--- src/murmur_hash_64_defines.svh ---
// Assertion macros for the murmur_hash_64 block.
// Has no dependencies; included by files that carry concurrent assertions.
`ifndef MURMUR_HASH_64_DEFINES_SVH
`define MURMUR_HASH_64_DEFINES_SVH

// Same-cycle implication, disabled during reset.
`define MHM_ASSERT_NOW(label, clk, rst_n, ante, cons, msg) \
	label: assert property (@(posedge clk) disable iff (!rst_n) (ante) |-> (cons)) \
		else $error(msg);

// Next-cycle implication, disabled during reset.
`define MHM_ASSERT_NEXT(label, clk, rst_n, ante, cons, msg) \
	label: assert property (@(posedge clk) disable iff (!rst_n) (ante) |=> (cons)) \
		else $error(msg);

`endif

--- src/mhm_pkg.sv ---
// Shared constants and types for the murmur_hash_64 block.
// No dependencies; imported by mhm_mul and murmur_hash_64.
package mhm_pkg;

	localparam logic [63:0] MIX_MULT  = 64'hc6a4a7935bd1e995;
	localparam int unsigned MIX_SHIFT = 47;

	localparam int unsigned SEED_W = 32;
	localparam int unsigned LEN_W  = 9;
	localparam int unsigned CFG_W  = 32;
	localparam int unsigned IDX_W  = 1;

	localparam logic [IDX_W-1:0] REG_HASH_SEED  = 1'd0;
	localparam logic [IDX_W-1:0] REG_KEY_LENGTH = 1'd1;

	typedef struct packed {
		logic        go;
		logic [63:0] operand;
	} mul_req_t;

	typedef struct packed {
		logic        busy;
		logic        done;
		logic [63:0] result;
	} mul_resp_t;

endpackage

--- src/mhm_mul.sv ---
// Multi-cycle 64-bit multiply by the mixing constant, modulo 2^64.
// Uses mhm_pkg; one 32x32 multiplier serves three partial products.
module mhm_mul (
	input  logic              clk,
	input  logic              arst_n,
	input  mhm_pkg::mul_req_t  req,
	output mhm_pkg::mul_resp_t resp
);
	import mhm_pkg::*;

	localparam logic [31:0] M_LO = MIX_MULT[31:0];
	localparam logic [31:0] M_HI = MIX_MULT[63:32];

	logic        busy_q;
	logic        done_q;
	logic [1:0]  cnt_q;
	logic [63:0] a_q;
	logic [63:0] acc_q;
	logic [63:0] prod_s1;
	logic [31:0] op_a;
	logic [31:0] op_b;
	logic [63:0] prod;

	// Partial products: lo*lo in full, then the low halves of the two cross terms.
	always_comb begin
		case (cnt_q)
			2'd0: begin
				op_a = a_q[31:0];
				op_b = M_LO;
			end
			2'd1: begin
				op_a = a_q[63:32];
				op_b = M_LO;
			end
			default: begin
				op_a = a_q[31:0];
				op_b = M_HI;
			end
		endcase
		prod = {32'd0, op_a} * {32'd0, op_b};
	end

	always_ff @(posedge clk or negedge arst_n) begin
		if (!arst_n) begin
			busy_q <= 1'b0;
			done_q <= 1'b0;
			cnt_q  <= 2'd0;
		end else begin
			done_q <= 1'b0;
			if (req.go) begin
				busy_q <= 1'b1;
				cnt_q  <= 2'd0;
			end else if (busy_q) begin
				cnt_q <= cnt_q + 2'd1;
				if (cnt_q == 2'd3) begin
					busy_q <= 1'b0;
					done_q <= 1'b1;
				end
			end
		end
	end

	always_ff @(posedge clk) begin
		if (req.go) begin
			a_q <= req.operand;
		end else if (busy_q) begin
			prod_s1 <= prod;
			case (cnt_q)
				2'd1: acc_q <= prod_s1;
				2'd2,
				2'd3: acc_q[63:32] <= acc_q[63:32] + prod_s1[31:0];
				default: acc_q <= acc_q;
			endcase
		end
	end

	assign resp.busy   = busy_q;
	assign resp.done   = done_q;
	assign resp.result = acc_q;

endmodule

--- src/murmur_hash_64.sv ---
// murmur_hash_64: MurmurHash2-64A over keys of key_length bytes, one 64-bit word per transfer.
// Every multiply runs on the shared mhm_mul unit.
// A full word costs three multiplies, a tail word one; the first word of a key adds one (seed
// load) and the last word one (finish). The next word is taken only once the sequencer is back
// in idle; after a last word that waits until the hash is loaded into a free output register.
// key_ready is high only while idle; arst_n clears seed, length, count, sequencer, output valid.
module murmur_hash_64 #(
	parameter int unsigned MAX_KEY_BYTES = 256
) (
	input  logic                        clk,
	input  logic                        arst_n,
	input  logic                        cfg_we,
	input  logic [mhm_pkg::IDX_W-1:0]   cfg_index,
	input  logic [mhm_pkg::CFG_W-1:0]   cfg_wdata,
	input  logic                        key_valid,
	output logic                        key_ready,
	input  logic [63:0]                 key_word,
	output logic                        hash_valid,
	input  logic                        hash_ready,
	output logic [63:0]                 hash_value
);
	import mhm_pkg::*;

	`include "murmur_hash_64_defines.svh"

	// Lengths above the register's range never saturate, so clamp the limit to it.
	localparam int unsigned LEN_SAT = (MAX_KEY_BYTES > 511) ? 511 : MAX_KEY_BYTES;
	localparam logic [LEN_W-1:0] LEN_MAX = LEN_SAT[LEN_W-1:0];
	// Word counter only ever holds positions below the number of words per key.
	localparam int unsigned CNT_W = $clog2((LEN_SAT + 7) / 8 + 1);

	typedef enum logic [2:0] {
		S_IDLE,
		S_INIT,
		S_K1,
		S_K2,
		S_HMUL,
		S_TAIL,
		S_FIN,
		S_OUT
	} state_t;

	// Configuration registers
	logic [SEED_W-1:0] seed_q;
	logic [LEN_W-1:0]  klen_q;

	// Sequencer and running state
	state_t            state_q, state_d;
	logic [CNT_W-1:0]  cnt_q, cnt_d;
	logic [63:0]       h_q, h_d;
	logic [63:0]       word_q;
	logic              full_q, tmix_q, last_q;
	logic [2:0]        tail_q;

	// Shared multiplier
	mul_req_t          mul_req;
	logic              mul_go_q;
	logic [63:0]       mul_opnd_q;
	mul_resp_t         mul_resp;
	logic              mul_go;
	logic [63:0]       mul_opnd;

	// Output register
	logic              hash_valid_q;
	logic [63:0]       hash_value_q;
	logic              out_load;

	// Decode of the incoming word's place in the key
	logic [LEN_W-1:0]  len_eff;
	logic [2:0]        tail_w;
	logic [7:0]        pos_w, full_words, total_w;
	logic              acc_full, acc_tmix, acc_last;
	logic              full_sel, tmix_sel, last_sel;
	logic [2:0]        tail_sel;
	logic [63:0]       word_sel, tail_mask;
	logic              key_xfer;

	// Merge points of the sequencer
	logic              do_mix, do_post;
	logic [63:0]       mix_h, post_h, res, res_x;

	assign key_ready = (state_q == S_IDLE);
	assign key_xfer  = key_valid && key_ready;

	assign res   = mul_resp.result;
	assign res_x = res ^ (res >> MIX_SHIFT);

	always_comb begin
		len_eff    = (klen_q > LEN_MAX) ? LEN_MAX : klen_q;
		tail_w     = len_eff[2:0];
		full_words = 8'(len_eff[LEN_W-1:3]);
		total_w    = full_words + 8'(tail_w != 3'd0);
		if (total_w == 8'd0) begin
			total_w = 8'd1;
		end
		pos_w    = 8'(cnt_q);
		acc_full = pos_w < full_words;
		acc_tmix = !acc_full && (tail_w != 3'd0);
		acc_last = (pos_w + 8'd1) >= total_w;

		// Take flags straight from the decode in the transfer cycle, held copies after.
		full_sel  = key_ready ? acc_full : full_q;
		tmix_sel  = key_ready ? acc_tmix : tmix_q;
		last_sel  = key_ready ? acc_last : last_q;
		tail_sel  = key_ready ? tail_w   : tail_q;
		word_sel  = key_ready ? key_word : word_q;
		tail_mask = (64'd1 << {tail_sel, 3'b000}) - 64'd1;
	end

	always_comb begin
		state_d  = state_q;
		cnt_d    = cnt_q;
		h_d      = h_q;
		mul_go   = 1'b0;
		mul_opnd = mul_opnd_q;
		out_load = 1'b0;
		do_mix   = 1'b0;
		mix_h    = h_q;
		do_post  = 1'b0;
		post_h   = h_q;

		case (state_q)
			S_IDLE: begin
				if (key_valid) begin
					if (cnt_q == '0) begin
						// Key start: load seed xor length * M once the product is back.
						state_d  = S_INIT;
						mul_go   = 1'b1;
						mul_opnd = 64'(len_eff);
					end else begin
						do_mix = 1'b1;
						mix_h  = h_q;
					end
				end
			end
			S_INIT: begin
				if (mul_resp.done) begin
					do_mix = 1'b1;
					mix_h  = 64'(seed_q) ^ res;
				end
			end
			S_K1: begin
				if (mul_resp.done) begin
					state_d  = S_K2;
					mul_go   = 1'b1;
					mul_opnd = res_x;
				end
			end
			S_K2: begin
				if (mul_resp.done) begin
					state_d  = S_HMUL;
					mul_go   = 1'b1;
					mul_opnd = h_q ^ res;
				end
			end
			S_HMUL,
			S_TAIL: begin
				if (mul_resp.done) begin
					do_post = 1'b1;
					post_h  = res;
				end
			end
			S_FIN: begin
				if (mul_resp.done) begin
					state_d = S_OUT;
					h_d     = res_x;
				end
			end
			S_OUT: begin
				// Hold the finished hash until the output register is free.
				if (!hash_valid_q || hash_ready) begin
					out_load = 1'b1;
					cnt_d    = '0;
					state_d  = S_IDLE;
				end
			end
			default: begin
				state_d = S_IDLE;
			end
		endcase

		// Mix in the word: full word, partial tail, or nothing past the key end.
		if (do_mix) begin
			h_d = mix_h;
			if (full_sel) begin
				state_d  = S_K1;
				mul_go   = 1'b1;
				mul_opnd = word_sel;
			end else if (tmix_sel) begin
				state_d  = S_TAIL;
				mul_go   = 1'b1;
				mul_opnd = mix_h ^ (word_sel & tail_mask);
			end else begin
				do_post = 1'b1;
				post_h  = mix_h;
			end
		end

		// After mixing: finish on the last word, otherwise advance the count.
		if (do_post) begin
			h_d = post_h;
			if (last_sel) begin
				state_d  = S_FIN;
				mul_go   = 1'b1;
				mul_opnd = post_h ^ (post_h >> MIX_SHIFT);
			end else begin
				state_d = S_IDLE;
				cnt_d   = cnt_q + 1'b1;
			end
		end
	end

	always_ff @(posedge clk or negedge arst_n) begin
		if (!arst_n) begin
			seed_q       <= '0;
			klen_q       <= '0;
			state_q      <= S_IDLE;
			cnt_q        <= '0;
			mul_go_q     <= 1'b0;
			hash_valid_q <= 1'b0;
		end else begin
			if (cfg_we) begin
				case (cfg_index)
					REG_HASH_SEED:  seed_q <= cfg_wdata[SEED_W-1:0];
					REG_KEY_LENGTH: klen_q <= cfg_wdata[LEN_W-1:0];
					default: ;
				endcase
			end
			state_q      <= state_d;
			cnt_q        <= cnt_d;
			mul_go_q     <= mul_go;
			if (out_load) begin
				hash_valid_q <= 1'b1;
			end else if (hash_ready) begin
				hash_valid_q <= 1'b0;
			end
		end
	end

	always_ff @(posedge clk) begin
		h_q        <= h_d;
		mul_opnd_q <= mul_opnd;
		if (key_xfer) begin
			word_q <= key_word;
			full_q <= acc_full;
			tmix_q <= acc_tmix;
			last_q <= acc_last;
			tail_q <= tail_w;
		end
		if (out_load) begin
			hash_value_q <= h_q;
		end
	end

	assign mul_req.go      = mul_go_q;
	assign mul_req.operand = mul_opnd_q;

	mhm_mul u_mul (
		.clk    (clk),
		.arst_n (arst_n),
		.req    (mul_req),
		.resp   (mul_resp)
	);

	assign hash_valid = hash_valid_q;
	assign hash_value = hash_value_q;

	// A product only comes back while the sequencer waits on it.
	`MHM_ASSERT_NOW(a_done_busy, clk, arst_n, mul_resp.done, state_q != S_IDLE && state_q != S_OUT, "multiplier result with no multiply outstanding")
	// Never issue a multiply onto a busy unit.
	`MHM_ASSERT_NOW(a_go_free, clk, arst_n, mul_go_q, !mul_resp.busy && !mul_resp.done, "multiply issued while unit busy")
	// Only load the output register when its previous result has gone.
	`MHM_ASSERT_NOW(a_out_free, clk, arst_n, out_load, !hash_valid_q || hash_ready, "output register overwritten")
	// A word taken mid-key never reloads the seed.
	`MHM_ASSERT_NEXT(a_no_reload, clk, arst_n, key_xfer && cnt_q != '0, state_q != S_INIT, "seed reload in the middle of a key")

endmodule
--- config.mk ---
export PLATFORM = sky130hd
export DESIGN_NAME = murmur_hash_64
export DESIGN_NICKNAME = d
export VERILOG_FILES = /design/src/mhm_pkg.sv /design/src/mhm_mul.sv /design/src/murmur_hash_64.sv
export VERILOG_INCLUDE_DIRS = /design/src /design/src/src
export SDC_FILE = /design/constraint.sdc
export NUM_CORES = 2
export LEC_CHECK = 0
export BUFFER_PORTS_ARGS = -buffer_cell sky130_fd_sc_hd__buf_2
export CAP_MARGIN = 25
export CORE_UTILIZATION = 59
export CTS_CLUSTER_SIZE = 40
export DETAILED_ROUTE_END_ITERATION = 10
export PLACE_DENSITY = 0.79
export SKIP_CTS_REPAIR_TIMING = 1
export SLEW_MARGIN = 15
export SYNTH_ARGS = -nofsm -noshare
export SYNTH_HDL_FRONTEND = slang
export SYNTH_SLANG_ARGS = --single-unit
--- constraint.sdc ---
create_clock -name clk -period 9.47 [get_ports clk]
set_input_delay 1.894 -clock clk [delete_from_list [all_inputs] [get_ports clk]]
set_output_delay 1.894 -clock clk [all_outputs]
set_load 0.1 [all_outputs]
Word-level counts from Yosys, hierarchy flattened
Cells that the tools add are included.
{"block": "word_totals", "elab_cells": 150, "register_bits": 510, "input_bits": 102, "output_inout_bits": 66}
{"block": "classes", "n_eq_ne": 10, "add_sub_neg": 6, "mux": 75, "mul": 1, "n_lt_le_gt_ge": 3, "bitwise_logic": 8, "shifts": 1, "n_reduce_logical": 25}
{"op": "two-way mux 64 bit", "n": 21}
{"op": "one-hot mux 64 bit (3 select lines)", "n": 1}
{"op": "XOR 64 x 17 -> 64 bit", "n": 2}
{"op": "XOR 64 bit", "n": 2}
{"op": "bitwise AND 64 bit", "n": 1}
{"op": "multiplier 32 x 32 -> 64 bit", "n": 1}
{"op": "two-way mux 32 bit", "n": 2}
{"op": "one-hot mux 32 bit (2 select lines)", "n": 1}
{"op": "<< shifter 1 x 6 -> 64 bit, first input constant", "n": 1}
{"op": "subtractor 64 x 1 -> 64 bit, second input constant", "n": 1}
{"op": "XOR 32 x 64 -> 64 bit", "n": 1}
{"op": "two-way mux 3 bit", "n": 12}
{"op": "adder 32 bit", "n": 1}
{"op": "two-way mux 1 bit", "n": 27}
{"op": "two-way mux 6 bit", "n": 4}
{"op": "one-hot mux 3 bit (5 select lines)", "n": 1}
{"op": "== test 3 bit, second input constant", "n": 4}
{"op": "> comparator 9 bit, second input constant", "n": 1}
{"op": "two-way mux 9 bit", "n": 1}
{"op": "nonzero test 3 bit", "n": 3}
{"op": ">= comparator 7 x 8 -> 1 bit", "n": 1}
{"op": "zero test 8 bit", "n": 1}
{"op": "two-way mux 8 bit", "n": 1}
{"op": "AND reduction 2 bit", "n": 4}
{"op": "other kinds (21)", "n": 34}

Depth between registers and ports, before layout
{"block": "logic_depth", "word_depth": 12, "mapped_depth": 34, "depth_no_buf": 32}

Hierarchy
From an unflattened synthesis, not the netlist that was laid out.
{"block": "unflattened", "cells_unflattened": 4842, "area_unflattened_um2": 50607.3}
{"mod": "mhm_mul", "cells_per_inst": 3098, "instances": 1, "area_each_um2": 32770.2, "seq_area_each_um2": 5865.6}
{"mod": "murmur_hash_64", "cells_per_inst": 1744, "instances": 1, "area_each_um2": 17837.1, "seq_area_each_um2": 8528.2}

Worst setup path after synthesis
No wires, ideal clock.
{"block": "synth_path", "kind": "register to register", "startpoint": "reg u_mul.cnt_q[1]", "endpoint": "reg u_mul.prod_s1[56] (data pin)", "slack_ns": 0.291, "t_arrival_ns": 8.907, "synth_period_minus_slack_ns": 9.179, "path_buffers": 4, "stages_incl_launch_ff": 31, "required_ns": 9.198, "setup_time_ns": 0.272, "cell_sequence": "dfrtp_1 > inv_1 > ha_1 > clkbuf_1 > buf_1 > clkbuf_1 > mux2i_1 > inv_1 > nand2_1 > inv_1 > fa_1 > fa_1 > inv_1 > fa_1 > fa_1 > fa_1 > inv_1 > fa_1 > fa_1 > fa_1 > ha_1 > buf_2 > nand2_1 > nor2_1 > a211oi_1 > o2111ai_1 > o21ai_2 > o41a_1 > a31oi_4 > mux2i_1 > or4_1"}
{"block": "synth_between", "elab_chain_len": 4, "elab_cells_between_ends": 6, "classes_between": "mul (1); eq/ne (1); mux (2); reduce/logical (2)"}
{"item": "start, declared", "line": "mhm_mul.sv:16", "source": "logic [1:0] cnt_q;"}
{"item": "start signal, assigned", "line": "mhm_mul.sv:54", "source": "cnt_q <= cnt_q + 2'd1;"}
{"item": "== test 2 x 1 -> 1 bit or zero test 2 bit (tied branches)", "line": "mhm_mul.sv:26", "source": "case (cnt_q)"}
{"item": "OR reduction 2 bit (no source line)"}
{"item": "two-way mux 32 bit", "line": "mhm_mul.sv:26"}
{"item": "multiplier 32 x 32 -> 64 bit (*)", "line": "mhm_mul.sv:40", "source": "prod = {32'd0, op_a} * {32'd0, op_b};"}
{"item": "via u_mul.prod[56]", "line": "mhm_mul.sv:22", "source": "logic [63:0] prod;"}
{"item": "end signal, assigned", "line": "mhm_mul.sv:67", "source": "prod_s1 <= prod;"}
{"item": "end, declared", "line": "mhm_mul.sv:19", "source": "logic [63:0] prod_s1;"}
The timed path passes the listed nets; every way through them passes the cells marked *.
A chain may end at the register's enable or synchronous reset.

Worst setup path in the final report
{"block": "layout_path", "startpoint": "reg u_mul.cnt_q[0]", "endpoint": "reg u_mul.prod_s1[56] (data pin)"}
Same word-level chain as after synthesis.

==> results.sh <==
export IMPL_outcome="completed"
export IMPL_cts_tree="yes"
export IMPL_antenna_found_initial=8
export IMPL_max_cap_violations=0
export IMPL_r2r_end="u_mul.prod_s1[56]$_DFFE_PP_"
export IMPL_grt_use_total_pct=37.4
export IMPL_synth_distinct_cells=90
export IMPL_worstMarginPinSlew_ns=1.07
export IMPL_min_period_ns=9.14
export IMPL_rows=106
export IMPL_grt_overflow=0
export IMPL_vias=37700
export IMPL_worst_path_stages=26
export IMPL_grt_setup_unrepaired="no"
export IMPL_firstDrtPassIters=7
export IMPL_dp_slack_ns=0.183
export IMPL_cpMostUsedCell="fa_1"
export IMPL_dr_wl_met2_um=70000
export IMPL_crit_type="flip-flop to flip-flop"
export IMPL_utilization_pct=65.0
export IMPL_syn_to_final_growth_pct=8.55
export IMPL_grt_pass1_vias=37500
export IMPL_startpoint="u_mul.cnt_q[0]$_DFFE_PN0P_"
export IMPL_wl_met1_um=63000
export IMPL_whs_ns=0.436
export IMPL_reg2reg_slack_ns=0.33
export IMPL_reg2reg_depth=26
export IMPL_finalHoldViolations=0
export IMPL_cp_endpoint="u_mul.prod_s1[56]$_DFFE_PP_"
export IMPL_r2r_start="u_mul.cnt_q[0]$_DFFE_PN0P_"
export IMPL_insertion_delay_ns=0.59
export IMPL_synth_cells=4842
export IMPL_setup_tns_ns=0
export IMPL_met3WireLength_um=17200
export IMPL_n_fill_cell=6672
export IMPL_cp_max_fo=23
export IMPL_synth_edf_count=390
export IMPL_multi_input_area_um2=31900
export IMPL_ant_nets=0
export IMPL_portBuffers=167
export IMPL_critical_path_max_stage_delay_ns=0.59
export IMPL_start_util_pct=59.9
export IMPL_nets=6206
export IMPL_timing_final_crit_share_pct=96.6
export IMPL_clk_pin_slew_ns=0.07
export IMPL_finalClockSkew_ns=0.0243
export IMPL_io_pins=168
export IMPL_dpl_hpwl_um=129000
export IMPL_die_height_um=294
export IMPL_grt_pass1_wl_um=237000
export IMPL_critical_path_buf_inv_count=5
export IMPL_syn_area_um2=50300
export IMPL_root_buffer="clkbuf_16"
export IMPL_drt_iter0_drc=4300
export IMPL_end_kind="flip-flop"
export IMPL_routedWlPerCell_um=25.6
export IMPL_die_area_um2=86400
export IMPL_arrival_ns=9.46
export IMPL_path_delay_family="adder cells"
export IMPL_dieWidth_um=294
export IMPL_hold_path_class="flip-flop to flip-flop"
export IMPL_cp_required_ns=9.79
export IMPL_synth_avg_cell_area_um2=10.4
export IMPL_slew_viol_final=0
export IMPL_drt_wl_total_um=159000
export IMPL_ys_flop_type="edfxtp_1"
export IMPL_cts_path_max_buffers=3
export IMPL_startpoint_type="flip-flop"
export IMPL_cts_max_level=2
export IMPL_routed_via_density=6.07
export IMPL_clock_sinks=510
export IMPL_fmax_mhz=109
export IMPL_synth_seq_area_share_pct=28.6
export IMPL_numCtsBuffers=47
export IMPL_relSlewSlack_pct=28.3
export IMPL_ys_async_sr_fraction_pct=11.0
export IMPL_highest_layer="met5"
export IMPL_timing_final_ws_setup_ns=0.326
export IMPL_coreArea_um2=84000
export IMPL_grt_max_degree=74
export IMPL_drc=0
export IMPL_setup_violations=0
export IMPL_synth_seq_cells=510
export IMPL_critPathSlowestCell="nor2_4"
export IMPL_regArea_um2=14400
export IMPL_drive_gt1_share_pct=10.6
export IMPL_place_congestion=1.02
export IMPL_ys_warn_count=0
-- worst min path at each step --
stage	from	end	slack (ns)	cells past startpoint
2_1_floorplan	mul_opnd_q[44]$_DFF_P_	u_mul.a_q[44]$_DFFE_PP_	0.41	0
3_3_place_gp	mul_opnd_q[28]$_DFF_P_	u_mul.a_q[28]$_DFFE_PP_	0.42	0
3_5_place_dp	mul_opnd_q[30]$_DFF_P_	u_mul.a_q[30]$_DFFE_PP_	0.42	0
4_1_cts	mul_opnd_q[30]$_DFF_P_	u_mul.a_q[30]$_DFFE_PP_	0.43	0
5_1_grt	mul_opnd_q[42]$_DFF_P_	u_mul.a_q[42]$_DFFE_PP_	0.45	0
6_report	mul_opnd_q[30]$_DFF_P_	u_mul.a_q[30]$_DFFE_PP_	0.44	0
-- state kept, by name, summed over array words and instances (netlist names) --
| name | flops |
|---|---|
| hash_value | 64 |
| hash_valid | 1 |
| klen_q | 9 |
| u_mul.a_q | 64 |
| u_mul.done_q | 1 |
| seed_q | 32 |
| h_q | 64 |
| mul_opnd_q | 64 |
| u_mul.acc_q | 64 |
| u_mul.busy_q | 1 |
| cnt_q | 6 |
| full_q | 1 |
| last_q | 1 |
| mul_go_q | 1 |
| word_q | 64 |
| tmix_q | 1 |
| tail_q | 3 |
| u_mul.prod_s1 | 64 |
| u_mul.cnt_q | 2 |
| state_q | 3 |
-- placed cells by master, fill, tap and decap left out, types with 16 or more instances in the layout --
cell and count:
nand2_1 396, mux2i_1 140, nor2_1 260, and2_1 24
inv_1 881, dfrtp_1 55, or2_2 23, fa_1 625
buf_2 167, xnor2_1 168, a21o_1 53, dfxtp_1 64
a21oi_1 263, a221oi_1 18, o21bai_1 18, and3_1 23
edfxtp_1 390, a22oi_1 50, o21ai_0 149, nor2b_1 31
nand3_1 35, nand4_1 16, buf_4 152, a211oi_1 21
ha_1 447, nor3_1 35, nand2b_1 18, o22ai_1 65
clkbuf_16 47, o32a_1 17, mux2_2 73, xor2_1 82
-- worst reg2reg max path, delay by kind of cell (launching register included) --
kind / cells / cell delay [ns]
adders and majority gates: 10 / 4.80
and+or+nand+nor: 5 / 1.57
AOI/OAI and AO/OA: 5 / 1.17
buffers and inverters: 5 / 0.79
DFF: 1 / 0.47
muxes: 1 / 0.09
-- cell type report --
class                           count  share of cell area [%]
Multi-Input combinational cell   3264                    58.4
Sequential cell                   510                    26.4
Inverter                          883                    6.08
Timing Repair Buffer              325                    3.81
Tap cell                         1134                    2.60
Clock buffer                       63                    2.34
Clock inverter                     22                   0.422
Antenna cell                        5                  0.0229
-- Yosys cell counts (64+ instances only) --
cell | instances | share of area [%]
a21oi_1 | 263 | 2.6
fa_1 | 625 | 25
dfxtp_1 | 64 | 2.5
clkbuf_1 | 120 | 0.90
mux2i_1 | 141 | 2.8
ha_1 | 448 | 11
nor2_1 | 263 | 2.0
mux2_2 | 73 | 1.6
xor2_1 | 82 | 1.4
xnor2_1 | 168 | 2.9
o22ai_1 | 65 | 0.81
inv_1 | 882 | 6.6
edfxtp_1 | 390 | 23
nand2_1 | 397 | 3.0
o21ai_0 | 150 | 1.5
-- kinds of logic (layout without fill, tap and decap cells) --
kind of cell | count (synthesis) | after routing | share of synthesized area (%)
compound gates | 807 | 807 | 10.3
fa+ha+maj | 1073 | 1073 | 36.0
flops | 510 | 510 | 28.6
xor+xnor | 250 | 250 | 4.35
buf+inv | 1073 | 1293 | 8.23
simple gates | 913 | 913 | 8.02
mux | 214 | 214 | 4.44
other cells | 2 | 12 | 0.0149
-- metrics by stage --
| step | cells | instance area, um^2 |
|---|---|---|
| 2_1_floorplan | 4847 | 50300 |
| 3_3_place_gp | 6110 | 53000 |
| 3_5_place_dp | 6112 | 53000 |
| 4_1_cts | 6197 | 54500 |
| 5_1_grt | 6201 | 54600 |
| 6_report | 6206 | 54600 |
-- layer usage --
layer	track usage [%]	vias up
met4	16.4	6
met3	7.20	439
li1	-	16400
met5	0	-
met2	56.5	2255
met1	52.6	18600
Power is not shown: default switching activity piles up to over one toggle a cycle in this logic, so the estimate is an artifact.
